**src/rtl/triangle_layer_slicer_unit_assert.svh**
```systemverilog
// ----------------------------------------------------------------------------
// triangle layer slicer assertion macros
// clocked check shorthand used by tls_dp
// ----------------------------------------------------------------------------
`ifndef TRIANGLE_LAYER_SLICER_UNIT_ASSERT_SVH
`define TRIANGLE_LAYER_SLICER_UNIT_ASSERT_SVH

// labeled concurrent check
`define TLS_CHECK(lbl, prop, msg) \
  lbl: assert property (@(posedge clk) disable iff (!rst_n) prop) else $error(msg);

// labeled check that a condition never holds
`define TLS_NEVER(lbl, cond, msg) \
  lbl: assert property (@(posedge clk) disable iff (!rst_n) !(cond)) else $error(msg);

`endif

```
**src/rtl/tls_pkg.sv**
```systemverilog
// ----------------------------------------------------------------------------
// tls_pkg
// shared types, constants and codes of the triangle layer slicer
// ----------------------------------------------------------------------------
`timescale 1ns / 1ps
`default_nettype none

package tls_pkg;

  localparam int LAYERS   = 4096;
  localparam int LAYER_W  = $clog2(LAYERS);
  localparam int LN_W     = 12;
  localparam int MAX_SEGS = 64;
  localparam int SEG_W    = $clog2(MAX_SEGS + 1);
  localparam int H_W      = 20;
  localparam int Z_W      = 31;
  localparam int C_W      = 32;
  localparam int DVD_W    = Z_W + C_W;
  localparam logic [H_W-1:0] H_RESET = 20'd19661;

  localparam logic [2:0] SEL_FIRST = 3'd0;
  localparam logic [2:0] SEL_MID   = 3'd1;
  localparam logic [2:0] SEL_END   = 3'd2;
  localparam logic [2:0] SEL_LX    = 3'd3;
  localparam logic [2:0] SEL_LY    = 3'd4;
  localparam logic [2:0] SEL_SX    = 3'd5;
  localparam logic [2:0] SEL_SY    = 3'd6;

  typedef struct packed {
    logic signed [C_W-1:0] ax;
    logic signed [C_W-1:0] ay;
    logic        [Z_W-1:0] az;
    logic signed [C_W-1:0] bx;
    logic signed [C_W-1:0] by_coord;
    logic        [Z_W-1:0] bz;
    logic signed [C_W-1:0] cx;
    logic signed [C_W-1:0] cy;
    logic        [Z_W-1:0] cz;
  } tri_in_t;

  typedef struct packed {
    logic        [LN_W-1:0] layer_number;
    logic signed [C_W-1:0]  long_edge_x;
    logic signed [C_W-1:0]  long_edge_y;
    logic signed [C_W-1:0]  short_edge_x;
    logic signed [C_W-1:0]  short_edge_y;
    logic                   last_segment;
    logic                   truncated;
  } seg_out_t;

  typedef struct packed {
    logic signed [C_W-1:0] x;
    logic signed [C_W-1:0] y;
    logic        [Z_W-1:0] z;
  } vtx_t;

  typedef struct packed {
    logic       load_tri;
    logic       div_start;
    logic       div_cap;
    logic       zc_load;
    logic       num_load;
    logic       mul_load;
    logic       layer_inc;
    logic       out_load;
    logic [2:0] sel;
  } tls_cmd_t;

  typedef struct packed {
    logic div_done;
    logic h_zero;
    logic layer_done;
    logic layer_valid;
    logic emit_last;
    logic out_free;
  } tls_sts_t;

endpackage

`default_nettype wire

```
**src/rtl/tls_ctrl.sv**
```systemverilog
// ----------------------------------------------------------------------------
// tls_ctrl
// sequencer: layer bounds, per-layer interpolation steps, segment emit
// ----------------------------------------------------------------------------
`timescale 1ns / 1ps
`default_nettype none

module tls_ctrl (
  input  wire logic              clk,
  input  wire logic              rst_n,
  input  wire logic              in_valid,
  output logic                   in_stall,
  input  wire tls_pkg::tls_sts_t sts,
  output tls_pkg::tls_cmd_t      cmd
);
  import tls_pkg::*;

  localparam logic [2:0] S_IDLE   = 3'd0;
  localparam logic [2:0] S_DSTART = 3'd1;
  localparam logic [2:0] S_DWAIT  = 3'd2;
  localparam logic [2:0] S_CHECK  = 3'd3;
  localparam logic [2:0] S_NUM    = 3'd4;
  localparam logic [2:0] S_MUL    = 3'd5;
  localparam logic [2:0] S_EMIT   = 3'd6;

  logic [2:0] state_r, state_nxt;
  logic [2:0] sel_r, sel_nxt;

  always_ff @(posedge clk) begin
    if (!rst_n) begin
      state_r <= S_IDLE;
      sel_r   <= SEL_FIRST;
    end else begin
      state_r <= state_nxt;
      sel_r   <= sel_nxt;
    end
  end

  assign in_stall = state_r != S_IDLE;

  always_comb begin
    state_nxt = state_r;
    sel_nxt   = sel_r;
    cmd       = '0;
    cmd.sel   = sel_r;
    case (state_r)
      S_IDLE: begin
        if (in_valid) begin
          cmd.load_tri = 1'b1;
          if (!sts.h_zero) begin
            sel_nxt   = SEL_FIRST;
            state_nxt = S_DSTART;
          end
        end
      end
      S_DSTART: begin
        cmd.div_start = 1'b1;
        state_nxt     = S_DWAIT;
      end
      S_DWAIT: begin
        if (sts.div_done) begin
          cmd.div_cap = 1'b1;
          case (sel_r)
            SEL_FIRST: begin
              sel_nxt   = SEL_MID;
              state_nxt = S_DSTART;
            end
            SEL_MID: begin
              sel_nxt   = SEL_END;
              state_nxt = S_DSTART;
            end
            SEL_END: state_nxt = S_CHECK;
            SEL_LX: begin
              sel_nxt   = SEL_LY;
              state_nxt = S_MUL;
            end
            SEL_LY: begin
              sel_nxt   = SEL_SX;
              state_nxt = S_MUL;
            end
            SEL_SX: begin
              sel_nxt   = SEL_SY;
              state_nxt = S_MUL;
            end
            SEL_SY:  state_nxt = S_EMIT;
            default: state_nxt = S_IDLE;
          endcase
        end
      end
      S_CHECK: begin
        if (sts.layer_done) begin
          state_nxt = S_IDLE;
        end else if (sts.layer_valid) begin
          cmd.zc_load = 1'b1;
          state_nxt   = S_NUM;
        end else begin
          cmd.layer_inc = 1'b1;
        end
      end
      S_NUM: begin
        cmd.num_load = 1'b1;
        sel_nxt      = SEL_LX;
        state_nxt    = S_MUL;
      end
      S_MUL: begin
        cmd.mul_load = 1'b1;
        state_nxt    = S_DSTART;
      end
      S_EMIT: begin
        if (sts.out_free) begin
          cmd.out_load  = 1'b1;
          cmd.layer_inc = 1'b1;
          state_nxt     = sts.emit_last ? S_IDLE : S_CHECK;
        end
      end
      default: state_nxt = S_IDLE;
    endcase
  end

endmodule

`default_nettype wire
```
**config.mk**
```make
export PLATFORM = sky130hd
export DESIGN_NAME = tls_ctrl
export DESIGN_NICKNAME = d
export VERILOG_FILES = /design/src/rtl/triangle_layer_slicer_unit_assert.svh /design/src/rtl/tls_pkg.sv /design/src/rtl/tls_ctrl.sv
export SDC_FILE = /design/constraint.sdc
export NUM_CORES = 1
export LEC_CHECK = 0
export ABC_AREA = 1
export BUFFER_PORTS_ARGS = -buffer_cell sky130_fd_sc_hd__buf_2
export CAP_MARGIN = 15
export CORE_MARGIN = 5
export CORE_UTILIZATION = 42
export DETAILED_ROUTE_END_ITERATION = 8
export PLACE_DENSITY = 0.73
export SLEW_MARGIN = 10
export SYNTH_ARGS = -nofsm -noshare
export SYNTH_HDL_FRONTEND = slang
export SYNTH_SLANG_ARGS = --single-unit
```
**constraint.sdc**
```tcl
create_clock -name clk -period 1 [get_ports clk]
set_input_delay 0.05 -clock clk [delete_from_list [all_inputs] [get_ports clk]]
set_output_delay 0.05 -clock clk [all_outputs]
set_load 0.02 [all_outputs]
```
* Word level (Yosys, flattened, before mapping)
Cells that the tools add are included.
** Cells by class
- Equality and inequality tests :: 18
- Muxes and demuxes :: 29
- Reductions and logical operators :: 8
** Operator list (number)
- 3-bit 2-to-1 mux :: 9
- 3-bit one-hot mux with 7 select lines :: 1
- 3-bit == test, second input constant :: 6
- 3-bit one-hot mux with 5 select lines :: 1
- 1-bit 2-to-1 mux :: 13
- 3-bit by 2-bit == test with 1-bit output, second input constant :: 4
- 3-bit one-hot mux with 4 select lines :: 1
- 5-bit AND reduction :: 2
- 3-bit one-hot mux with 3 select lines :: 1
- 2-bit inequality test, second input constant :: 4
- 3-bit by 1-bit == test with 1-bit output, second input constant :: 2
- 3-bit logical NOT :: 2
- 6-bit by 1-bit inequality test with 1-bit output, second input constant :: 1
- 3-bit nonzero test :: 2
- 2-bit 2-to-1 mux :: 2
- 3-bit inequality test, second input constant :: 1
- 3-bit OR reduction :: 1
- 1-bit one-hot mux with 2 select lines :: 1
- 2-bit OR reduction :: 1
** Storage, ports and cells
- Register bits :: 6
- Input bits :: 9
- Output and inout bits :: 12
- Logic and storage cells :: 57

* Logic depth before layout (Yosys ltp)
Gate-level depths: netlist (run 1).
- Depth after elaboration :: 5
- Gate-level depth with buffers :: 10
- Gate-level depth less buffers :: 9

* Least setup slack after synthesis (run 1)
OpenSTA, ideal clock, no wires.
- Path type :: register -> register
- Start :: register state_r[0]
- End :: register state_r[1]
- Setup time :: 70 ps
- Arrival time :: 1262 ps
- Setup slack :: -332 ps
- Cell stages (with the launch flop) :: 5
- Path buffers :: 0
- Period minus slack after synthesis :: 1332 ps
- Cells stage by stage :: dfxtp_1 inv_2 nor3_1 nor3b_1 a21oi_1
** Between the ends
- Word-level cells in the longest chain between the ends :: 3
** RTL lines
- start, declared :: RTL line tls_ctrl.sv:26 : logic [2:0] state_r, state_nxt;
- start signal, assigned :: RTL line tls_ctrl.sv:34 : state_r <= state_nxt;
- 3-bit by 2-bit == test with 1-bit output, or another cell as far along :: RTL line tls_ctrl.sv:46 : case (state_r)
- 3-bit inequality test (no line) / 2-bit inequality test (equally long branches)
- 5-bit AND reduction (no line)
Several ways; a longest one is shown, not always the timed one.
A chain may end at the register's enable or synchronous reset.

* Final worst setup path (run 1)
- Start :: register state_r[2]
- End :: register state_r[2]
The elaborated chain is that of the path after synthesis.

==> run_results.csv, run 1 <==
group,metric,value,unit
synthesis,yosysSeqAreaShare,20.8,%
power_and_ir_drop,seqPwrFrac,14.4,%
die,fp.dieH,47.1,um
routing,vias_per_cell,6.35,
grt,grt_use_total,28.4,%
timing,fmax,703,MHz
outcome,violations,"setup timing",
cells_and_area,postLayoutCellArea,1260,um2
clock_tree,cts_buffer_depth,2,
power_and_ir_drop,p_clk_share,8.0,%
cells_and_area,fill_cells,24,
clock_tree,cts_tree,"done",
routing,firstDrtPassIters,4,
placement,place_hpwl,1500,um
timing,finalSetupViolCount,15,
synthesis,synthTopCellsByArea,"dfxtp_1 (21%), nand2_1 (16%), nor2_1 (12%)",
setup_path,crit_path_start_kind,"register",
cells_and_area,layout_commonest_cell,"buf_4",
grt,grt_max_degree,7,
synthesis,synth_top_area_share,20.8,%
cells_and_area,final_layout_size_suffix_gt1_share,67.1,%
placement,placed_cells,153,
timing,timing.final.max_slew_violations,0,
setup_path,path_max_fanout,6,
synthesis,netlist_area,577,um2
setup_path,required,1.16,ns
clock_tree,cts_buffers,3,
routing,remaining_drc_errors,0,
cells_and_area,instances_no_fill,170,
synthesis,ys_types,20,
outcome,outcome,"complete, but fails checks",
timing,period_needed,1.42,ns
synthesis,yosysTopAreaCell,"dfxtp_1",
routing,vias,1080,
grt,gr-total-overflow,0,
power_and_ir_drop,powerDensity,2650,nW/um2
cells_and_area,regArea,135,um2
routing,routed_wl,3880,um
placement,placed_cell_area,883,um2
timing,fin_skew,0.0203,ns
synthesis,ys_ff_latch,6,
clock_tree,htreeDepth,1,
setup_path,critical_path_class,"reg2reg",
die,start_util,44.3,%
clock_tree,cts_root_buffer,"clkbuf_4",
timing,hold_violations,0,
synthesis,netlist_instances,100,
setup_path,critPathArrivalTime,1.58,ns
placement,numPortBuffers,20,
die,row_count,13,
routing,drt_iter0_drc,80,
routing,wire_per_inst,22.8,um
power_and_ir_drop,peakVddDrop,0.00160,V
synthesis,synthesis.nets,109,
timing,max_slew_margin,74.1,%
hold_path,hp-class,"in2reg",
timing,setup_slack,-0.422,ns
synthesis,ys.warnings.count,0,
job,cap_violations,0,
cells_and_area,multi_input_area,548,um2
grt,grt_pass1_wl,4360,um
clock_tree,cts.sinks,6,
cells_and_area,utilization,96.7,%
power_and_ir_drop,combPwrFrac,77.6,%
clock_tree,cts.reportedPaths.clkPinSlew,0.07,ns
cells_and_area,num_antenna_cells,0,
cells_and_area,fin_nets,165,
die,fp.dieArea,2210,um2
cells_and_area,final_cell_mix,"buf_4 (24), nand2_1 (16), buf_6 (16), nor2_1 (11), buf_2 (11)",
cells_and_area,area_growth,118,%
setup_path,crit_path_end_kind,"register",
grt,grt_pass1_vias,950,
placement,pre_cts_ws,-0.218,ns
die,ios,21,
timing,rsz0062_at_grt,"yes",
power_and_ir_drop,power.switching,1.72,mW
die,die_w,47.1,um
placement,gp_congestion,0.888,
timing,period_share,142,%
timing,tightestPinTransition,0.384,ns
grt,antenna_found_initial,0,
routing,drtAntennaViolNets,0,
clock_tree,clock_latency,0.26,ns
power_and_ir_drop,leakage,0.639,nW
die,core_area,1300,um2
power_and_ir_drop,netSwitchingFraction,51.6,%
synthesis,avgSynthCellArea,5.77,um2
clock_tree,cts_hold_buffers,0,
power_and_ir_drop,p_int,1.61,mW
-- synthesized netlist by cell type --
library cell,number
inv_2,3
nor2_1,18
o21bai_1,3
nor2_4,1
nor3b_1,1
nand2_2,3
inv_4,1
a21o_1,1
dfxtp_1,6
nand2_1,24
nor2_2,2
nand2_4,1
nor3_1,2
inv_1,12
nand3_1,9
buf_6,2
o21ai_0,3
a21oi_1,5
nand3_2,2
nand3b_1,1
-- final cells by class --
cell class	count	area share (%)
clock buffers	4	2.09
repair buffers	53	35.8
multi-input cells	76	43.5
well taps	15	1.49
flip-flops and latches	6	10.7
inverters	16	6.36
-- what timing repair did --
action,in CTS,in global routing
endpoints found under the hold margin,0,0
cloned,0,0
pin swaps,11,11
gates resized for setup,48,18
buffers inserted,10,3
endpoints found under the setup margin,15,15
-- kinds of logic (layout without fill, tap and decap cells) --
logic type	Yosys count	in the layout	share of synthesized area, %
flops	6	6	20.8
compound gates	12	12	12.1
simple gates	64	64	52.3
buf+inv	18	73	14.8
-- stage by stage --
| step | power, mW | hold slack, ns | setup TNS (ns) |
|---|---|---|---|
| 2_1_floorplan | 1.49 | 0.161 | -0.289 |
| 3_3_place_gp | 1.98 | 0.318 | -1.34 |
| 3_5_place_dp | 2.02 | 0.324 | -1.74 |
| 4_1_cts | 2.81 | 0.0610 | -3.25 |
| 5_1_grt | 3.49 | 0.0547 | -5.68 |
| 6_report | 3.33 | 0.0675 | -4.74 |
-- power groups by stage --
stage | clock, mW | sequential [mW] | combinational [mW]
after floorplan | 0 | 0.469 | 1.02
after global placement | 0 | 0.467 | 1.51
after detailed placement | 0 | 0.475 | 1.55
after CTS | 0.258 | 0.451 | 2.10
after global routing | 0.294 | 0.482 | 2.71
final | 0.266 | 0.480 | 2.59
-- critical path, stage by stage (launching register included) --
cell,delay (ns)
dfxtp_2,0.35
buf_8,0.16
clkinv_8,0.08
nand3_1,0.15
nor2_1,0.11
nor2_1,0.17
nand2_2,0.08
nand2_1,0.06
nand2_1,0.06
nor2_1,0.13
-- final timing paths --
check	startpoint	to	slack (ns)	depth (start not counted)
hold reg to reg	sel_r[0]	sel_r[0]	0.76	4
setup / recovery	state_r[2]	state_r[2]	-0.42	9
setup reg to reg	state_r[2]	state_r[2]	-0.42	9
hold / removal	rst_n	sel_r[0]	0.07	3
-- state kept, by name (all words and copies together), names as in the netlist --
name / count
sel_r: 3
state_r: 3
-- metal layers --
layer	wire length, um	global-route usage (%)	up-vias	part of all wire, %
met5	0	0	-	0
met2	1780	51.5	131	46
met4	299	8.84	0	7.7
met1	1270	32.2	481	33
li1	-	-	426	-
met3	518	7.28	42	13
No activity file was read; power rests on OpenSTA's default activity.
==> inputs of run 2 (changes only) <==
--- a/config.mk
+++ b/config.mk
@@ -10,6 +10,7 @@
 export CAP_MARGIN = 15
 export CORE_MARGIN = 5
 export CORE_UTILIZATION = 42
+export CTS_BUF_LIST = sky130_fd_sc_hd__clkbuf_16
 export DETAILED_ROUTE_END_ITERATION = 8
 export PLACE_DENSITY = 0.73
 export SLEW_MARGIN = 10
==> run 2 against run 1 <==
The run now fails in 5_1_grt. Synthesized area is the same. Synthesized cell count is the same.
==> run_results.csv, run 2 <==
group,metric,value,unit
outcome,outcome,"aborted with a tool error",
outcome,lastStage,"5_1_grt",
outcome,error,"[ERROR DPL-0038] Utilization greater than 100%, impossible to legalize",
synthesis,ys.flop_type,"dfxtp_1",
synthesis,netlist_area,577,um2
synthesis,ys.warnings.count,0,
die,die_w,47.1,um
clock_tree,cts_root_buffer,"clkbuf_16",
synthesis,yosysSeqAreaShare,20.8,%
timing,endpoint_type,"sequential cell input",
synthesis,synthesis.nets,109,
synthesis,yosysMostFrequentCell,"nand2_1",
clock_tree,cts.sinks,6,
placement,numPortBuffers,20,
timing,postGrtWorstEndpoint,"state_r[2]$_SDFFE_PN0P_/D",
synthesis,ys_ff_latch,6,
die,ios,21,
synthesis,yosysTopAreaCell,"dfxtp_1",
synthesis,synth_top_area_share,20.8,%
clock_tree,cts_buffers,3,
die,fp.dieH,47.1,um
clock_tree,htreeDepth,1,
placement,gp_congestion,0.888,
placement,placed_cells,153,
clock_tree,cts_buffer_depth,2,
synthesis,postSynth.asyncResetShare,0,%
synthesis,ys_types,20,
synthesis,synth_edf_count,0,
die,start_util,44.3,%
synthesis,synthTopCellsByArea,"dfxtp_1 (21%), nand2_1 (16%), nor2_1 (12%)",
synthesis,netlist_instances,100,
grt,grt_max_degree,7,
die,row_count,13,
synthesis,avgSynthCellArea,5.77,um2
synthesis,netlist_top_cells_count,"nand2_1 (24), nor2_1 (18), inv_1 (12)",
placement,place_hpwl,1500,um
==> run 2: cell counts after synthesis <==
Identical to the previous run, type by type.
==> run 2: repair_timing <==
item | CTS
gates resized for setup | 46
pin swaps | 14
setup buffers | 11
hold buffers | 0
setup endpoints to repair | 15
==> run 2: stage by stage <==
stage	area, um2	setup WS [ns]	TNS, ns	utilization, %
2_1_floorplan	641	-0.0638	-0.289	-
3_3_place_gp	883	-0.179	-1.34	67.9
3_5_place_dp	883	-0.218	-1.74	67.9
4_1_cts	1190	-0.257	-3.17	91.8
==> run 2: cells by family after synthesis <==
logic type             after synthesis  share of synthesized area, %
AOI/OAI and AO/OA                   12                          12.1
buffers and inverters               18                          14.8
DFF                                  6                          20.8
and+or+nand+nor                     64                          52.3
==> inputs of run 3 (changes only) <==
--- a/config.mk
+++ b/config.mk
@@ -8,11 +8,10 @@
 export ABC_AREA = 1
 export BUFFER_PORTS_ARGS = -buffer_cell sky130_fd_sc_hd__buf_2
 export CAP_MARGIN = 15
-export CORE_MARGIN = 5
-export CORE_UTILIZATION = 42
-export CTS_BUF_LIST = sky130_fd_sc_hd__clkbuf_16
+export CORE_AREA = 5 5 66 68
 export DETAILED_ROUTE_END_ITERATION = 8
-export PLACE_DENSITY = 0.73
+export DIE_AREA = 0 0 71 73
+export PLACE_DENSITY_LB_ADDON = 0.15
 export SLEW_MARGIN = 10
 export SYNTH_ARGS = -nofsm -noshare
 export SYNTH_HDL_FRONTEND = slang
==> constraint.sdc (replaced) <==
create_clock -name clk -period 1.3 [get_ports clk]
set_input_delay 0.065 -clock clk [delete_from_list [all_inputs] [get_ports clk]]
set_output_delay 0.065 -clock clk [all_outputs]
set_load 0.02 [all_outputs]
==> run 3 against run 2 <==
The run now ends clean.
==> run_results.csv, run 3 (synthesis results as in run 1) <==
group,metric,value,unit
clock_tree,clock_latency,0.22,ns
clock_tree,cts.sinks,6,
routing,vias,708,
placement,placed_cells,176,
routing,drt_iter0_drc,22,
grt,grt_max_degree,11,
timing,whs,0.117,ns
timing,fmax,800,MHz
power_and_ir_drop,peakVddDrop,0.000769,V
grt,grtUsageMet3,3.44,%
routing,remaining_drc_errors,0,
grt,grt-busiest-layer,"met2",
grt,gr-total-overflow,0,
routing,drtAntennaViolNets,0,
setup_path,required,1.24,ns
cells_and_area,fin_nets,140,
routing,routed_wl,1920,um
power_and_ir_drop,powerDensity,1950,nW/um2
die,fp.dieH,73,um
die,fp.dieArea,5180,um2
clock_tree,cts_tree,"done",
power_and_ir_drop,leakage,0.491,nW
timing,rsz0062_at_grt,"yes",
timing,max_slew_margin,86.5,%
clock_tree,htreeDepth,1,
cells_and_area,final_cell_mix,"nand2_1 (24), buf_2 (19), nor2_1 (17), inv_1 (12), buf_4 (9)",
power_and_ir_drop,p_total,1.71,mW
timing,tightestPinTransition,0.203,ns
grt,grt_use_total,7.85,%
clock_tree,cts_root_buffer,"clkbuf_8",
placement,numPortBuffers,20,
placement,pre_cts_ws,-0.0906,ns
placement,place_hpwl,1590,um
die,die_w,71,um
hold_path,hp-class,"in2reg",
clock_tree,cts_setup_buffers,0,
die,row_count,23,
timing,period_needed,1.25,ns
placement,placed_cell_area,782,um2
setup_path,crit_path_end_kind,"output port",
clock_tree,cts.reportedPaths.clkPinSlew,0.04,ns
setup_path,critPathArrivalTime,1.19,ns
timing,fin_skew,0.00214,ns
grt,met1_usage,9.87,%
timing,period_share,96.2,%
clock_tree,cts_buffers,3,
grt,grt_pass1_vias,699,
die,core_area,3800,um2
die,start_util,15.2,%
cells_and_area,num_antenna_cells,0,
timing,hold_violations,0,
cells_and_area,reg_top3,"sel_r (3), state_r (3)",
grt,use_met2,12.7,%
timing,finalSetupViolCount,0,
routing,vias_per_cell,3.96,
grt,grt_pass1_wl,3220,um
clock_tree,cts_buffer_depth,2,
cells_and_area,layout_commonest_cell,"nand2_1",
routing,firstDrtPassIters,4,
timing,timing.final.max_slew_violations,0,
setup_path,critical_path_class,"reg2out",
cells_and_area,postLayoutCellArea,880,um2
job,cap_violations,0,
placement,gp_congestion,0.845,
routing,wire_per_inst,10.7,um
cells_and_area,final_layout_size_suffix_gt1_share,41.1,%
die,ios,21,
setup_path,path_max_fanout,10,
timing,setup_slack,0.0497,ns
grt,antenna_found_initial,0,
cells_and_area,area_growth,52.5,%
cells_and_area,instances_no_fill,179,
outcome,outcome,"complete, no violations",
setup_path,crit_path_start_kind,"register",
[run 3: report_power, final]
part | switching, mW | total [mW] | internal, mW
clock network | 0.0831 | 0.282 | 0.199
logic | 0.622 | 1.04 | 0.416
registers | 0.130 | 0.391 | 0.261
total | 0.835 | 1.71 | 0.877
[run 3: final timing paths]
path | startpoint | cells past startpoint | end | slack (ns)
setup / recovery | state_r[1] | 5 | cmd[4] | 0.05
hold / removal | rst_n | 3 | state_r[1] | 0.12
hold reg to reg | sel_r[0] | 4 | sel_r[0] | 0.68
setup reg to reg | state_r[1] | 9 | state_r[2] | 0.09
[run 3: repair_timing]
action | CTS | global route
gates resized for setup | 7 | 11
hold buffers | 0 | 0
endpoints found under the setup margin | 12 | 8
[run 3: cell type report]
cell class                 count  area, um2
clock buffer                   3       41.3
fill                         468       2920
inverter                      16       67.6
multi-input combinational     76        414
sequential                     6        131
tap                           50       62.6
timing repair buffer          28        163
[run 3: worst max-delay path, stage by stage (launching register included)]
cell and delay (ns):
dfxtp_4 0.44, nand2_1 0.07, inv_1 0.07, nand3_1 0.12
o21ai_2 0.09, buf_2 0.17
[run 3: metrics by stage]
stage          setup TNS [ns]  utilization [%]
3_3_place_gp           -0.265             20.6
4_1_cts                     0             22.1
2_1_floorplan               0                -
6_report                    0             23.2
3_5_place_dp           -0.238             20.6
5_1_grt               -0.0392             23.2
[run 3: layer usage]
metal / up-vias / wire length [um]
li1: 374 / -
met1: 313 / 904
met2: 21 / 856
met3: 0 / 158
met4: 0 / 0
met5: - / 0
